<file path="src/hw/rtl/tnc_pkg.sv">
package tnc_pkg;

  // Default sizes, handed to the top level as parameter defaults.
  localparam int unsigned StackDepthDef = 64;
  localparam int unsigned CountWidthDef = 16;

  // Error codes as they appear on the result word.
  typedef logic [1:0] err_t;
  localparam err_t ErrNone     = 2'd0;
  localparam err_t ErrMismatch = 2'd1;
  localparam err_t ErrUnclosed = 2'd2;
  localparam err_t ErrOverflow = 2'd3;

  // Tag kind codes as they are kept on the stack.
  typedef logic [1:0] kind_code_t;
  localparam kind_code_t KindPara   = 2'd0;
  localparam kind_code_t KindBold   = 2'd1;
  localparam kind_code_t KindItalic = 2'd2;
  localparam kind_code_t KindQuote  = 2'd3;

  // Characters that make up the tags.
  localparam logic [7:0] ChLt    = 8'h3C;
  localparam logic [7:0] ChGt    = 8'h3E;
  localparam logic [7:0] ChSlash = 8'h2F;
  localparam logic [7:0] ChP     = 8'h70;
  localparam logic [7:0] ChB     = 8'h62;
  localparam logic [7:0] ChI     = 8'h69;
  localparam logic [7:0] ChQ     = 8'h71;

  typedef struct packed {
    logic       hit;
    kind_code_t kind;
  } kind_t;

  // Maps a tag letter to its kind code; hit is low for any other byte.
  function automatic kind_t kind_of(input logic [7:0] c);
    kind_t k;
    k.hit  = 1'b1;
    k.kind = KindPara;
    unique case (c)
      ChP:     k.kind = KindPara;
      ChB:     k.kind = KindBold;
      ChI:     k.kind = KindItalic;
      ChQ:     k.kind = KindQuote;
      default: k.hit  = 1'b0;
    endcase
    return k;
  endfunction

endpackage

</file>
<file path="src/hw/rtl/tnc_ifs.sv">
interface tnc_in_if;
  logic       valid;
  logic       ready;
  logic [7:0] char_in;
  logic       last_char;

  modport source (output valid, output char_in, output last_char, input ready);
  modport sink   (input valid, input char_in, input last_char, output ready);
endinterface

interface tnc_out_if #(
  parameter int unsigned CountWidth = tnc_pkg::CountWidthDef
);
  logic                  valid;
  logic                  ready;
  logic                  balanced;
  logic [1:0]            error_code;
  logic [CountWidth-1:0] para_pairs;
  logic [CountWidth-1:0] bold_pairs;
  logic [CountWidth-1:0] italic_pairs;
  logic [CountWidth-1:0] quote_pairs;

  modport source (output valid, output balanced, output error_code, output para_pairs,
                  output bold_pairs, output italic_pairs, output quote_pairs, input ready);
  modport sink   (input valid, input balanced, input error_code, input para_pairs,
                  input bold_pairs, input italic_pairs, input quote_pairs, output ready);
endinterface

</file>
<file path="src/hw/rtl/tag_nesting_checker_core.sv">
// Tag nesting checker for one line body, streamed one byte per word.
// Input channel in_i carries char_in and last_char; the word with last_char
// set closes the line. Output channel out_o carries one result word per line:
// balanced, error_code and the four saturating pair counts.
// Throughput is one input word per cycle. Every byte is examined in the cycle
// it is accepted, against the three bytes held in a sliding window register,
// and the stack takes at most one push or pop per cycle. The result word is
// valid in the cycle after the last byte is accepted.
// The block takes a new word whenever the result register is empty or its
// word is being taken in the same cycle, so a stalled receiver holds the
// result and stalls the input only while that result is waiting.
// Reset (asynchronous, active low) empties the window, the stack and the
// counters and clears any pending result; no clearing pass is needed since
// stack entries are only read below the current depth. After each result the
// block returns to the same empty state for the next line.
module tag_nesting_checker_core #(
  parameter int unsigned StackDepth = tnc_pkg::StackDepthDef,
  parameter int unsigned CountWidth = tnc_pkg::CountWidthDef
) (
  input logic      clk_i,
  input logic      rst_ni,
  tnc_in_if.sink   in_i,
  tnc_out_if.source out_o
);

  localparam int unsigned AddrW  = (StackDepth > 1) ? $clog2(StackDepth) : 1;
  localparam int unsigned DepthW = $clog2(StackDepth + 1);
  localparam logic [DepthW-1:0] DepthFull = DepthW'(StackDepth);

  // Line state.
  logic [23:0]                   win_q, win_d;
  logic [1:0]                    fill_q, fill_d;
  logic [1:0]                    skip_q, skip_d;
  logic [DepthW-1:0]             depth_q, depth_d;
  tnc_pkg::err_t                 err_q, err_d;
  tnc_pkg::kind_code_t           top_q, top_d;
  tnc_pkg::kind_code_t           below_q;
  logic [3:0][CountWidth-1:0]    cnt_q, cnt_d;

  // The stack entries below the top; the top itself lives in top_q.
  tnc_pkg::kind_code_t stack_mem [StackDepth];

  // Result register.
  logic                          out_valid_q;
  logic                          bal_q;
  tnc_pkg::err_t                 res_err_q;
  logic [3:0][CountWidth-1:0]    res_cnt_q;

  logic accept;
  logic last;
  logic [7:0] c;
  logic [7:0] b0, b1, b2;
  tnc_pkg::kind_t open_k, close_k, flush_k;
  logic open_hit, close_hit, flush_open;
  logic push, pop;
  logic [23:0] win_e;
  logic [1:0]  fill_e;
  logic [1:0]  skip_e;
  logic [DepthW-1:0] depth_e;
  tnc_pkg::err_t err_e, final_err;
  tnc_pkg::kind_code_t top_e;
  logic [3:0][CountWidth-1:0] cnt_e;
  logic [DepthW-1:0] rd_depth;

  assign in_i.ready = !out_valid_q || out_o.ready;
  assign accept     = in_i.valid && in_i.ready;
  assign last       = in_i.last_char;
  assign c          = in_i.char_in;

  assign b0 = win_q[7:0];
  assign b1 = win_q[15:8];
  assign b2 = win_q[23:16];

  // The window position starting at b0 sees b0, b1, b2 and the new byte.
  assign open_k    = tnc_pkg::kind_of(b1);
  assign close_k   = tnc_pkg::kind_of(b2);
  assign open_hit  = (b0 == tnc_pkg::ChLt) && (b2 == tnc_pkg::ChGt) && open_k.hit;
  assign close_hit = (b0 == tnc_pkg::ChLt) && (b1 == tnc_pkg::ChSlash) &&
                     (c == tnc_pkg::ChGt) && close_k.hit;

  // Examine the oldest window position, once the window holds three bytes.
  always_comb begin
    skip_e  = skip_q;
    err_e   = err_q;
    depth_e = depth_q;
    top_e   = top_q;
    cnt_e   = cnt_q;
    push    = 1'b0;
    pop     = 1'b0;
    if (fill_q == 2'd3 && err_q == tnc_pkg::ErrNone) begin
      priority if (skip_q != 2'd0) begin
        skip_e = skip_q - 2'd1;
      end else if (open_hit) begin
        if (depth_q == DepthFull) begin
          err_e = tnc_pkg::ErrOverflow;
        end else begin
          push = 1'b1;
        end
        skip_e = 2'd2;
      end else if (close_hit) begin
        if (depth_q != '0 && top_q == close_k.kind) begin
          pop = 1'b1;
        end else begin
          err_e = tnc_pkg::ErrMismatch;
        end
        skip_e = 2'd3;
      end else begin
        skip_e = skip_q;
      end
    end
    if (push) begin
      depth_e = depth_q + DepthW'(1);
      top_e   = open_k.kind;
    end
    if (pop) begin
      depth_e = depth_q - DepthW'(1);
      top_e   = below_q;
    end
    // Each counter saturates at its all-ones value.
    for (int i = 0; i < 4; i++) begin
      if (pop && close_k.kind == 2'(i) && cnt_q[i] != '1) begin
        cnt_e[i] = cnt_q[i] + CountWidth'(1);
      end
    end
  end

  // Shift the new byte into the window.
  always_comb begin
    win_e  = win_q;
    fill_e = fill_q;
    unique case (fill_q)
      2'd0: begin
        win_e[7:0] = c;
        fill_e     = 2'd1;
      end
      2'd1: begin
        win_e[15:8] = c;
        fill_e      = 2'd2;
      end
      2'd2: begin
        win_e[23:16] = c;
        fill_e       = 2'd3;
      end
      default: begin
        win_e  = {c, win_q[23:8]};
        fill_e = 2'd3;
      end
    endcase
  end

  // At the end of the line only the first padded position can still hold a
  // tag, and only an opening one, since a closing tag would need its final
  // byte from the zero padding. A push there always leaves the stack non-empty.
  assign flush_k    = tnc_pkg::kind_of(win_e[15:8]);
  assign flush_open = (fill_e == 2'd3) && (err_e == tnc_pkg::ErrNone) &&
                      (skip_e == 2'd0) && (win_e[7:0] == tnc_pkg::ChLt) &&
                      (win_e[23:16] == tnc_pkg::ChGt) && flush_k.hit;

  always_comb begin
    priority if (err_e != tnc_pkg::ErrNone) begin
      final_err = err_e;
    end else if (flush_open) begin
      final_err = (depth_e == DepthFull) ? tnc_pkg::ErrOverflow : tnc_pkg::ErrUnclosed;
    end else if (depth_e != '0) begin
      final_err = tnc_pkg::ErrUnclosed;
    end else begin
      final_err = tnc_pkg::ErrNone;
    end
  end

  // Next state: a last byte returns the line state to empty.
  always_comb begin
    win_d   = win_q;
    fill_d  = fill_q;
    skip_d  = skip_q;
    depth_d = depth_q;
    err_d   = err_q;
    top_d   = top_q;
    cnt_d   = cnt_q;
    if (accept) begin
      if (last) begin
        win_d   = '0;
        fill_d  = '0;
        skip_d  = '0;
        depth_d = '0;
        err_d   = tnc_pkg::ErrNone;
        cnt_d   = '0;
      end else begin
        win_d   = win_e;
        fill_d  = fill_e;
        skip_d  = skip_e;
        depth_d = depth_e;
        err_d   = err_e;
        top_d   = top_e;
        cnt_d   = cnt_e;
      end
    end
  end

  always_ff @(posedge clk_i or negedge rst_ni) begin
    if (!rst_ni) begin
      win_q   <= '0;
      fill_q  <= '0;
      skip_q  <= '0;
      depth_q <= '0;
      err_q   <= tnc_pkg::ErrNone;
      top_q   <= tnc_pkg::KindPara;
      cnt_q   <= '0;
    end else begin
      win_q   <= win_d;
      fill_q  <= fill_d;
      skip_q  <= skip_d;
      depth_q <= depth_d;
      err_q   <= err_d;
      top_q   <= top_d;
      cnt_q   <= cnt_d;
    end
  end

  // A push writes the old top at its final place. The entry just below the
  // next top is prefetched every cycle, so a pop can take it without a stall.
  // After a push that entry is the old top, which is being written in the
  // same cycle, so it is taken straight from top_q instead of the memory.
  assign rd_depth = depth_d - DepthW'(2);

  always_ff @(posedge clk_i) begin
    if (accept && !last && push && depth_q != '0) begin
      stack_mem[AddrW'(depth_q - DepthW'(1))] <= top_q;
    end
    if (depth_d >= DepthW'(2)) begin
      if (accept && !last && push) begin
        below_q <= top_q;
      end else begin
        below_q <= stack_mem[rd_depth[AddrW-1:0]];
      end
    end
  end

  // Result register.
  always_ff @(posedge clk_i or negedge rst_ni) begin
    if (!rst_ni) begin
      out_valid_q <= 1'b0;
    end else if (accept && last) begin
      out_valid_q <= 1'b1;
    end else if (out_o.ready) begin
      out_valid_q <= 1'b0;
    end
  end

  always_ff @(posedge clk_i) begin
    if (accept && last) begin
      bal_q     <= (final_err == tnc_pkg::ErrNone);
      res_err_q <= final_err;
      res_cnt_q <= (final_err == tnc_pkg::ErrNone) ? cnt_e : '0;
    end
  end

  assign out_o.valid        = out_valid_q;
  assign out_o.balanced     = bal_q;
  assign out_o.error_code   = res_err_q;
  assign out_o.para_pairs   = res_cnt_q[tnc_pkg::KindPara];
  assign out_o.bold_pairs   = res_cnt_q[tnc_pkg::KindBold];
  assign out_o.italic_pairs = res_cnt_q[tnc_pkg::KindItalic];
  assign out_o.quote_pairs  = res_cnt_q[tnc_pkg::KindQuote];

endmodule

</file>
<file path="src/flat_wrapper.sv">
// flat-port wrapper written by rule: the top's interface ports become plain ports
module tag_nesting_checker_core_flat 
#(
  parameter int unsigned StackDepth = tnc_pkg::StackDepthDef,
  parameter int unsigned CountWidth = tnc_pkg::CountWidthDef
)
  (clk_i, rst_ni, in_i_valid, in_i_char_in, in_i_last_char, in_i_ready, out_o_valid, out_o_balanced, out_o_error_code, out_o_para_pairs, out_o_bold_pairs, out_o_italic_pairs, out_o_quote_pairs, out_o_ready);
  tnc_in_if in_i_i ();
  tnc_out_if #(.CountWidth(CountWidth)) out_o_i ();
  input logic clk_i;
  input logic rst_ni;
  input wire logic [$bits(in_i_i.valid)-1:0] in_i_valid;
  input wire logic [$bits(in_i_i.char_in)-1:0] in_i_char_in;
  input wire logic [$bits(in_i_i.last_char)-1:0] in_i_last_char;
  output wire logic [$bits(in_i_i.ready)-1:0] in_i_ready;
  output wire logic [$bits(out_o_i.valid)-1:0] out_o_valid;
  output wire logic [$bits(out_o_i.balanced)-1:0] out_o_balanced;
  output wire logic [$bits(out_o_i.error_code)-1:0] out_o_error_code;
  output wire logic [$bits(out_o_i.para_pairs)-1:0] out_o_para_pairs;
  output wire logic [$bits(out_o_i.bold_pairs)-1:0] out_o_bold_pairs;
  output wire logic [$bits(out_o_i.italic_pairs)-1:0] out_o_italic_pairs;
  output wire logic [$bits(out_o_i.quote_pairs)-1:0] out_o_quote_pairs;
  input wire logic [$bits(out_o_i.ready)-1:0] out_o_ready;
  assign in_i_i.valid = in_i_valid;
  assign in_i_i.char_in = in_i_char_in;
  assign in_i_i.last_char = in_i_last_char;
  assign in_i_ready = in_i_i.ready;
  assign out_o_valid = out_o_i.valid;
  assign out_o_balanced = out_o_i.balanced;
  assign out_o_error_code = out_o_i.error_code;
  assign out_o_para_pairs = out_o_i.para_pairs;
  assign out_o_bold_pairs = out_o_i.bold_pairs;
  assign out_o_italic_pairs = out_o_i.italic_pairs;
  assign out_o_quote_pairs = out_o_i.quote_pairs;
  assign out_o_i.ready = out_o_ready;
  tag_nesting_checker_core #(.StackDepth(StackDepth), .CountWidth(CountWidth)) u_core (.clk_i(clk_i), .rst_ni(rst_ni), .in_i(in_i_i), .out_o(out_o_i));
endmodule
</file>
<file path="config.mk">
export PLATFORM = sky130hd
export DESIGN_NAME = tag_nesting_checker_core_flat
export DESIGN_NICKNAME = d
export VERILOG_FILES = /design/src/hw/rtl/tnc_pkg.sv /design/src/hw/rtl/tnc_ifs.sv /design/src/hw/rtl/tag_nesting_checker_core.sv /design/src/flat_wrapper.sv
export SDC_FILE = /design/constraint.sdc
export NUM_CORES = 1
export LEC_CHECK = 0
export ABC_AREA = 1
export CAP_MARGIN = 20
export CORE_MARGIN = 1.5
export CORE_UTILIZATION = 50
export DETAILED_ROUTE_END_ITERATION = 8
export DONT_BUFFER_PORTS = 1
export PLACE_DENSITY = 0.62
export SLEW_MARGIN = 20
export SYNTH_ARGS = -nofsm -noshare
export SYNTH_HDL_FRONTEND = slang
export SYNTH_SLANG_ARGS = --single-unit
</file>
<file path="constraint.sdc">
create_clock -name clk_i -period 5.9 [get_ports clk_i]
set_clock_uncertainty 0.2 [all_clocks]
set_input_delay 0.885 -clock clk_i [delete_from_list [all_inputs] [get_ports clk_i]]
set_output_delay 0.885 -clock clk_i [all_outputs]
set_load 0.02 [all_outputs]
</file>
==> results.json <==
{
  "cp_common_cell": "nor2_1",
  "fin_crit_ps": 4970,
  "pin_count": 82,
  "htreeDepth": 2,
  "syn_nets": 1735,
  "synth_edf_count": 197,
  "status": "completed",
  "grt_usage": 0.241,
  "finalHoldViolCount": 0,
  "regArea_um2": 8520,
  "ctsResizeCount": 0,
  "p_sw_mw": 1.12,
  "reg2reg_slack_ps": 930,
  "ys_types": 48,
  "max_freq_mhz": 201,
  "cts_tree": "yes",
  "slowest_stage": "nor2_1",
  "fp.dieW_um": 178,
  "antenna_found_initial": 0,
  "start_kind": "flop",
  "powerDensity_nw_per_um2": 287,
  "finalCritPeriodShare": 0.842,
  "ant_nets": 0,
  "io_buffers": 0,
  "final_cell_mix": "309 x nand2_1, 217 x inv_1, 210 x nor2_1, 197 x edfxtp_1, 188 x nand3_1",
  "syn-cell-area_um2": 15300,
  "core_um2": 29900,
  "cp.required_ps": 5940,
  "path_depth": 15,
  "hold_buffers": 1,
  "rows": 63,
  "grt_max_degree": 105,
  "grt_pass1_vias": 11300,
  "p_int_mw": 3.69,
  "ys.flop_type": "edfxtp_1",
  "syn_area_per_cell_um2": 8.97,
  "drt-wirelength-per-cell_um": 17.6,
  "post-cts-setup-buffers": 0,
  "p_clk_frac": 0.443,
  "rsz0062_at_grt": "no",
  "seq_power_share": 0.495,
  "synthToLayoutAreaGrowth_pct": 9.20,
  "reg2regPathDepth": 15,
  "finalSetupTns_ps": 0,
  "grt_remaining_overflow": 0,
  "die_area_um2": 31700,
  "antenna_cells": 0,
  "nets": 1717,
  "irDropWorstVdd_mv": 0.161,
  "place_hpwl_um": 24600,
  "path_cells": "inv_1 > ha_1 > nor2_1 > nand2_1 > o21ai_0 > nand2_1 > nor2_1 > nand4_1 > nor3_1 > nand4_1 > nor4b_1 > nor4_2 > nand2_2 > buf_4 > nor2_1",
  "crit_family": "simple AND/OR/NAND/NOR gates",
  "start_util": 0.513,
  "yosys_warnings": 0,
  "slowest_delay_ps": 720,
  "die_y_um": 178,
  "routabilityCongestion": 0.916,
  "clockBufferDepth": 3,
  "drtIter0Drc": 1238,
  "post-route-cell-area_um2": 16700,
  "cp_max_fo": 35,
  "maxCapViolations": 0,
  "slew_viol_final": 0,
  "pwr-share-comb": 0.062,
  "insertion_delay_ps": 510,
  "hold_path.class": "primary input to asynchronous set/reset pin",
  "finalPower_mw": 4.80,
  "final_common_cell": "nand2_1",
  "drtPass1Iterations": 6,
  "hold_ws_ps": 120,
  "cts_buffers": 35,
  "cts_root_buf": "clkbuf_16",
  "cts.sinks": 301,
  "drive_above_1_share": 0.0683,
  "multi_input_area_um2": 5600,
  "sw_frac_of_total": 0.232,
  "setup-violations-final": 0,
  "critPathBufInv": 2,
  "yosysSeqAreaShare": 0.555,
  "clkTransAtPathRegs_ps": 60,
  "placedInstanceArea_um2": 15600,
  "viasPerCell": 5.60,
  "vias": 11800,
  "arrival_ps": 5020,
  "nFillCells": 2685,
  "relSlewSlack": 0.308,
  "syn_inst": 1710,
  "drc": 0,
  "end_kind": "flop",
  "worst_pin_slew_ps": 1040,
  "async_reset_ff_frac": 0.346,
  "grt_pass1_wl_um": 59900,
  "wl_um": 37100,
  "setup.worst_path.class": "flop to flop",
  "ys_seq_elements": 301,
  "leakagePower_nw": 6.62
}
==> layout make-up <==
class	instances	share of cell area
clock buffer	41	0.0537
clock inverter	18	0.0126
inverter	234	0.0525
multi-input combinational	1103	0.334
sequential	301	0.509
tap	390	0.0291
timing repair buffer	17	0.00882
==> final timing paths <==
path | end | start
min reg2reg | u_core.win_q[5]$_DFFE_PN0P_ | u_core.win_q[5]$_DFFE_PN0P_
max in group asynchronous | u_core.top_q[0]$_DFFE_PN0P_ | rst_ni
max | u_core.out_o.italic_pairs[13]$_SDFFCE_PN0P_ | u_core.fill_q[0]$_DFFE_PN0P_
min in group clk_i | u_core.win_q[5]$_DFFE_PN0P_ | u_core.win_q[5]$_DFFE_PN0P_
min | u_core.cnt_q[60]$_DFFE_PN0P_ | rst_ni
max reg2reg | u_core.out_o.italic_pairs[13]$_SDFFCE_PN0P_ | u_core.fill_q[0]$_DFFE_PN0P_
==> flip-flops by register name, summed over array words and instances (netlist names) <==
signal                     count
u_core.stack_mem             128
u_core.cnt_q                  64
u_core.win_q                  24
u_core.out_o.bold_pairs       16
u_core.out_o.italic_pairs     16
u_core.out_o.para_pairs       16
u_core.out_o.quote_pairs      16
u_core.depth_q                 7
u_core.below_q                 2
u_core.err_q                   2
u_core.fill_q                  2
u_core.out_o.error_code        2
u_core.skip_q                  2
u_core.top_q                   2
u_core.out_o.balanced          1
u_core.out_o.valid             1
==> metal layers <==
| layer | track usage | vias up | wire [um] |
|---|---|---|---|
| li1 | - | 5684 | - |
| met4 | 0.0620 | 0 | 695 |
| met2 | 0.384 | 411 | 17200 |
| met1 | 0.346 | 5637 | 16800 |
| met5 | 0 | - | 0 |
| met3 | 0.0326 | 58 | 2380 |
==> power groups by stage <==
stage | Combinational, mW | Clock, mW | Sequential (mW)
2_1_floorplan | 0.205 | 0 | 2.41
3_3_place_gp | 0.278 | 0 | 2.42
3_5_place_dp | 0.278 | 0 | 2.42
4_1_cts | 0.297 | 2.17 | 2.38
5_1_grt | 0.336 | 2.25 | 2.38
6_report | 0.298 | 2.13 | 2.38
==> cell families (layout without fill, tap and decap cells) <==
kind of cell | Yosys count | count (layout) | share of synthesized area
fa+ha+maj | 12 | 12 | 0.00979
simple gates | 863 | 863 | 0.256
compound gates | 170 | 170 | 0.0658
flops | 301 | 301 | 0.555
xor+xnor | 57 | 57 | 0.0326
buf+inv | 306 | 310 | 0.0801
mux | 1 | 1 | 0.000653
==> Yosys cell counts, drive strengths merged, types with 2 or more instances <==
cell type / count / share of area
a211oi: 3 / 0.0015
a21oi: 12 / 0.0039
a31oi: 2 / 0.00082
buf: 35 / 0.014
clkbuf: 37 / 0.0091
clkinv: 2 / 0.00049
dfrtp: 104 / 0.17
edfxtp: 197 / 0.39
ha: 12 / 0.0098
inv: 232 / 0.057
nand2: 322 / 0.080
nand3: 190 / 0.062
nand3b: 48 / 0.023
nand4: 27 / 0.011
nor2: 225 / 0.059
nor3: 38 / 0.012
nor4: 9 / 0.0055
o211ai: 5 / 0.0024
o21ai: 67 / 0.022
o221ai: 3 / 0.0017
o22ai: 71 / 0.029
xor2: 56 / 0.032
==> worst register-to-register path, stage by stage, from the launching register on <==
cell and delay [ps]:
dfrtp_1 550, inv_1 150, ha_1 320, nor2_1 730
nand2_1 180, o21ai_0 160, nand2_1 100, nor2_1 100
nand4_1 90, nor3_1 250, nand4_1 180, nor4b_1 480
nor4_2 100, nand2_2 500, buf_4 520, nor2_1 110
==> per-stage QoR <==
| stage | setup WS (ps) | cells | utilization |
|---|---|---|---|
| after floorplan | 1840 | 1710 | - |
| after global placement | 1040 | 2044 | 0.522 |
| after detailed placement | 1090 | 2044 | 0.522 |
| after CTS | 1090 | 2104 | 0.560 |
| after global routing | 558 | 2104 | 0.560 |
| final | 930 | 2104 | 0.560 |
Note: power is estimated with default switching activity, not from simulation.
